### src/design/assert_macros.svh
// Assertion macros used by the selection block's top-level RTL file.
`ifndef ASSERT_MACROS_SVH
`define ASSERT_MACROS_SVH
`ifndef SYNTHESIS
`define TBSM_ASSERT(lbl, clk, rst_n, prop) \
    lbl: assert property (@(posedge clk) disable iff (!rst_n) prop) \
        else $error("tbsm assertion failed");
`define TBSM_ASSERT_MSG(lbl, clk, rst_n, prop, msg) \
    lbl: assert property (@(posedge clk) disable iff (!rst_n) prop) \
        else $error(msg);
`else
`define TBSM_ASSERT(lbl, clk, rst_n, prop)
`define TBSM_ASSERT_MSG(lbl, clk, rst_n, prop, msg)
`endif
`endif

### src/design/tbsm_pkg.sv
// Shared constants, histogram opcodes and key helpers for the top-k selector.
`default_nettype none
package tbsm_pkg;

    localparam int          TOPK_W     = 13;
    localparam logic [12:0] TOPK_RESET = 13'd2048;
    localparam int          KEY_W      = 64;
    localparam int          POS_W      = 7;

    localparam logic [31:0] SIGN_MASK  = 32'h8000_0000;
    localparam logic [31:0] MAG_MASK   = 32'h7FFF_FFFF;
    localparam logic [31:0] POS_INF    = 32'h7F80_0000;
    localparam logic [31:0] NEG_INF    = 32'hFF80_0000;

    // histogram unit commands
    localparam logic [1:0] HOP_NONE  = 2'd0;
    localparam logic [1:0] HOP_INC   = 2'd1;
    localparam logic [1:0] HOP_SCAN  = 2'd2;
    localparam logic [1:0] HOP_CLEAR = 2'd3;

    // order-preserving score bits above the inverted block index
    function automatic logic [KEY_W-1:0] make_key(input logic [31:0] bits,
                                                  input logic [31:0] idx);
        logic [31:0] u;
        u = bits[31] ? ~bits : (bits | SIGN_MASK);
        return {u, ~idx};
    endfunction

    // false for NaN and minus infinity
    function automatic logic above_neg_inf(input logic [31:0] bits);
        return ((bits & MAG_MASK) <= POS_INF) && (bits != NEG_INF);
    endfunction

endpackage
`default_nettype wire

### src/design/tbsm_ram.sv
// Generic simple dual-port RAM, one write and one registered read port.
`default_nettype none
module tbsm_ram #(
    parameter int WIDTH = 32,
    parameter int DEPTH = 4096
) (
    input  wire logic                     clk,
    input  wire logic                     we,
    input  wire logic [$clog2(DEPTH)-1:0] waddr,
    input  wire logic [WIDTH-1:0]         wdata,
    input  wire logic [$clog2(DEPTH)-1:0] raddr,
    output logic      [WIDTH-1:0]         rdata
);
    logic [WIDTH-1:0] mem [DEPTH];

    always_ff @(posedge clk)
    begin
        if (we)
        begin
            mem[waddr] <= wdata;
        end
        rdata <= mem[raddr];
    end
endmodule
`default_nettype wire

### src/design/tbsm_hist.sv
// Digit histogram: read-modify-write counter memory with one-deep forwarding.
`default_nettype none
module tbsm_hist import tbsm_pkg::*; #(
    parameter int R  = 8,
    parameter int CW = 13
) (
    input  wire logic          clk,
    input  wire logic          rst_n,
    input  wire logic [1:0]    cmd_op,
    input  wire logic [R-1:0]  cmd_addr,
    output logic               rsp_valid,
    output logic [R-1:0]       rsp_addr,
    output logic [CW-1:0]      rsp_count,
    output logic               busy
);
    logic [1:0]    pend_op_reg, pend_op_next;
    logic [R-1:0]  pend_addr_reg;
    logic          lw_v_reg, lw_v_next;
    logic [R-1:0]  lw_addr_reg;
    logic [CW-1:0] lw_data_reg;
    logic          we;
    logic [R-1:0]  waddr;
    logic [CW-1:0] wdata;
    logic [CW-1:0] rdata;
    logic [CW-1:0] base;

    tbsm_ram #(.WIDTH(CW), .DEPTH(1 << R)) u_ram (
        .clk   (clk),
        .we    (we),
        .waddr (waddr),
        .wdata (wdata),
        .raddr (cmd_addr),
        .rdata (rdata)
    );

    always_comb
    begin
        base      = (lw_v_reg && (lw_addr_reg == pend_addr_reg)) ? lw_data_reg : rdata;
        we        = 1'b0;
        waddr     = cmd_addr;
        wdata     = '0;
        lw_v_next = 1'b0;
        unique case (pend_op_reg)
            HOP_INC:
            begin
                we        = 1'b1;
                waddr     = pend_addr_reg;
                wdata     = base + CW'(1);
                lw_v_next = 1'b1;
            end
            HOP_SCAN:
            begin
                // clear behind the scan so the next pass starts from zero
                we    = 1'b1;
                waddr = pend_addr_reg;
            end
            default:
            begin
                we = (cmd_op == HOP_CLEAR);
            end
        endcase
        pend_op_next = ((cmd_op == HOP_INC) || (cmd_op == HOP_SCAN)) ? cmd_op : HOP_NONE;
    end

    always_ff @(posedge clk or negedge rst_n)
    begin
        if (!rst_n)
        begin
            pend_op_reg <= HOP_NONE;
            lw_v_reg    <= 1'b0;
        end
        else
        begin
            pend_op_reg <= pend_op_next;
            lw_v_reg    <= lw_v_next;
        end
    end

    always_ff @(posedge clk)
    begin
        pend_addr_reg <= cmd_addr;
        lw_addr_reg   <= waddr;
        lw_data_reg   <= wdata;
    end

    assign rsp_valid = (pend_op_reg == HOP_SCAN);
    assign rsp_addr  = pend_addr_reg;
    assign rsp_count = rdata;
    assign busy      = (pend_op_reg != HOP_NONE);
endmodule
`default_nettype wire

### config.mk
export PLATFORM = sky130hd
export DESIGN_NAME = tbsm_hist
export DESIGN_NICKNAME = d
export VERILOG_FILES = /design/src/design/assert_macros.svh /design/src/design/tbsm_pkg.sv /design/src/design/tbsm_ram.sv /design/src/design/tbsm_hist.sv
export SDC_FILE = /design/constraint.sdc
export NUM_CORES = 2
export LEC_CHECK = 0
export BUFFER_PORTS_ARGS = -buffer_cell sky130_fd_sc_hd__buf_4
export CORE_MARGIN = 3
export CORE_UTILIZATION = 42
export CTS_BUF_LIST = sky130_fd_sc_hd__clkbuf_16
export DETAILED_ROUTE_END_ITERATION = 10
export PLACE_DENSITY_LB_ADDON = 0.2
export SLEW_MARGIN = 30
export SYNTH_ARGS = -nofsm -noshare
export SYNTH_HDL_FRONTEND = slang
export SYNTH_SLANG_ARGS = --single-unit
### constraint.sdc
create_clock -name clk -period 36.5 [get_ports clk]
set_clock_uncertainty 0.1 [all_clocks]
set_input_delay 5.475 -clock clk [delete_from_list [all_inputs] [get_ports clk]]
set_output_delay 5.475 -clock clk [all_outputs]
set_load 0.01 [all_outputs]
==> qor_table.md <==
| Metric | This run |
| --- | --- |
| Unrepaired setup endpoints after global routing | false |
| Dpl cell area | 137,000 µm² |
| Relative slew slack | 0.278 |
| Layout cell share with drive strength beyond 1 | 0.275 |
| Least-Margin Pin Slew | 1.08 ns |
| Critical Path AT | 10.86 ns |
| Syn avg cell area | 22.0 µm² |
| Combinational fraction of design power | 0.056 |
| Final number of max-transition violations | 0 |
| Maximum level of the CTS H-tree | 5 |
| Worst flop-to-flop path startpoint | rsp_addr[0] |
| CTS Buf Count | 348 |
| Final number of hold-violating endpoints | 0 |
| Total die area | 316,000 µm² |
| Core footprint | 307,000 µm² |
| Resized cells post-CTS | 0 |
| Drt wl/cell | 32.6 µm |
| Final setup viols | 0 |
| Top fanout value on the critical path | 88 |
| Number of global-route vias before repair | 63,500 |
| Type of the worst setup path | in -> reg |
| Origin of the worst min-delay path | lw_data_reg[8] |
| Worst-case hold slack | 0.669 ns |
| Vertical die dimension | 562 µm |
| Buffer count from post-CTS setup fixing | 0 |
| Number of design-rule violations left by the first detailed-router iteration | 6,824 |
| Number of detailed-route iterations in the first pass | 5 |
| Net switching fraction of the power | 0.224 |
| Seq/Total Area, Yosys | 0.777 |
| Clock latency at the later pin of the worst-skew pair | 0.94 ns |
| FF-to-FF setup slack | 29.79 ns |
| Synthesized flop and latch total | 3,373 |
| DRC violations left | 0 |
| Final HPWL DP | 208 mm |
| CTS clk-pin slew, worst paths | 0.06 ns |
| TritonCTS clock tree | built |
| Die X | 562 µm |
| Crit path required time | 37.18 ns |
| Final #Nets | 6,276 |
| Total vias in the final route | 62,900 |
| Net switching power | 0.00183 W |
| # IOs | 35 |
| Final global-route overflow total | 0 |
| Cell type with the highest aggregate area in the netlist | sky130_fd_sc_hd__edfxtp_1 |
| Number of clock sinks seen by CTS | 3,373 |
| Clock share of power | 0.418 |
| Number of different library cells in the post-synthesis netlist | 52 |
| Input/output buffers | 34 |
| Critical register-to-register path endpoint | u_ram.mem[44][12] |
| EDFF count, synth | 3,328 |
| Final worst path period share | 0.279 |
| Maximum Capacitance Violations | 0 |
| Leakage power figure | 47.4 nW |
| Most common cell after layout, fill and taps aside | sky130_fd_sc_hd__edfxtp_1 |
| Hold EP | lw_data_reg[8] |
| Synth top area cells | sky130_fd_sc_hd__edfxtp_1 (77%), sky130_fd_sc_hd__mux4_2 (13%), sky130_fd_sc_hd__mux2i_1 (3.1%) |
| Asr flop ratio synth | 0.000889 |
| Worst min-delay path category | reg -> reg |
| Power per Cell Area | 55.2 nW/µm² |
| Clk Tree Root Cell | sky130_fd_sc_hd__clkbuf_16 |
| Number of nets produced by synthesis | 5,928 |
| Maximum number of pins on one net before global-route repair | 109 |
| Hold-critical path depth | 3 |
| First-pass GRT wire length | 491 mm |
| GR Util All Layers | 0.217 |
| Number of standard cells after synthesis | 5,912 |
| Share of total power in sequential cells | 0.527 |
| Number of buffers inserted for hold repair after clock tree synthesis | 0 |
| Kind of launch point of the worst setup path | primary input |
| Post-route ant nets | 0 |
| Clock Path Buffers | 4 |
| Maximum frequency from static timing analysis | 98.2 MHz |
| Area of all placed cells without fillers | 148,000 µm² |
| Endpoint kind of the worst setup timing path | flop |
| Final total negative setup slack | 0 ns |
| Synthesized area | 130,000 µm² |
| Total wire length | 347 mm |
| Leading cell types in the layout, fill and taps excluded | sky130_fd_sc_hd__edfxtp_1 (3,328), sky130_fd_sc_hd__mux4_2 (758), sky130_fd_sc_hd__mux2i_1 (397) |
| Starting Density | 0.423 |
| Worst Reg-to-Reg Cells | 13 |
| Final critical delay including setup and external delays | 10.18 ns |
| Max rail drop VDD | 0.0400 mV |
| Number of antenna violations at the first check in global routing | 12 |
| Number of warning messages in the yosys log | 0 |
| Primary flip-flop cell chosen by synthesis mapping | sky130_fd_sc_hd__edfxtp_1 |
| Outcome | finished, final reports clean |
| Placement row count | 203 |
| Top-area cell type share of the netlist area | 0.770 |
| Number of vias per cell after detailed routing | 5.91 |
| Int Pwr | 0.00635 W |
| Placer Congestion | 0.806 |
| Filler cell count in the final layout | 24,900 |
| Max FFs per register | 3,328 |
| Layout area overhead | 14.0% |
area by class of cell:
cell class              count  area [µm²]  area share
diodes                      7        17.5    0.000118
clock buffers             350        8760      0.0592
clock inverters           281        2220      0.0150
inverters                  15        68.8    0.000465
multi-input cells        2187       28200       0.191
flip-flops and latches   3373      101000       0.681
well taps                4100        5130      0.0346
repair buffers            335        2790      0.0189
worst max-delay path by stage:
stage | slack [ns] | startpoint | to
2_1_floorplan | 7.58 | rsp_addr[5] | u_ram.mem[0][4]
3_3_place_gp | 24.82 | cmd_addr[0] | u_ram.rdata[2]
3_5_place_dp | 24.86 | cmd_addr[0] | u_ram.rdata[11]
4_1_cts | 25.87 | cmd_addr[0] | u_ram.rdata[11]
5_1_grt | 25.88 | cmd_addr[0] | u_ram.rdata[11]
6_report | 26.32 | cmd_addr[0] | u_ram.rdata[11]
synthesized netlist by cell type (all sizes together) (14+ instances only):
library cell / n
edfxtp: 3328
nor2: 286
inv: 14
nand2: 147
a221oi: 20
dfxtp: 42
o31ai: 14
mux2i: 397
mux4: 758
buf: 173
a21oi: 32
clkbuf: 164
a211oi: 48
nor3: 29
mux2: 26
nor4: 33
o22ai: 116
o221ai: 154
power groups by stage:
stage | logic [W] | registers (W) | clock network (W)
detailed placement | 0.000456 | 0.00439 | 0
finish | 0.000454 | 0.00430 | 0.00342
global placement | 0.000441 | 0.00439 | 0
global route | 0.000479 | 0.00430 | 0.00364
floorplan | 0.000260 | 0.00441 | 0
CTS | 0.000457 | 0.00431 | 0.00348
through the flow:
step           setup WS [ns]  power, W  cells  utilization
2_1_floorplan           7.58   0.00467   5912            -
3_3_place_gp           24.82   0.00483   9990        0.444
3_5_place_dp           24.86   0.00484  10000        0.446
4_1_cts                25.87   0.00824  10600        0.482
5_1_grt                25.88   0.00842  10600        0.483
6_report               26.32   0.00818  10600        0.483
metal layers:
| metal | part of all wire | vias to the layer above | track usage |
|---|---|---|---|
| met5 | 0 | - | 0 |
| met4 | 0.035 | 0 | 0.0730 |
| met3 | 0.070 | 487 | 0.0402 |
| met2 | 0.48 | 2351 | 0.342 |
| met1 | 0.42 | 34300 | 0.307 |
| li1 | - | 25800 | - |
worst max-delay path, stage by stage:
cell and delay, ns:
sky130_fd_sc_hd__buf_16 0.48, sky130_fd_sc_hd__buf_4 0.71, sky130_fd_sc_hd__buf_4 0.75, sky130_fd_sc_hd__buf_4 0.47
sky130_fd_sc_hd__buf_12 0.30, sky130_fd_sc_hd__buf_6 0.58, sky130_fd_sc_hd__mux4_2 0.58, sky130_fd_sc_hd__o22ai_1 0.17
sky130_fd_sc_hd__a211oi_1 0.11, sky130_fd_sc_hd__nor4_1 0.67, sky130_fd_sc_hd__buf_4 0.22, sky130_fd_sc_hd__nor4_1 0.04
logic make-up (layout without fill, tap and decap cells):
logic type	after synthesis	in the layout	share of synthesized area
flops	3373	3373	0.777
buf+inv	352	981	0.0140
mux	1181	1181	0.164
fa+ha+maj	4	4	0.000385
simple gates	539	539	0.0174
xor+xnor	17	17	0.00115
compound gates	446	446	0.0260
other cells	0	7	0
No activity file was read; power rests on OpenSTA's default activity.
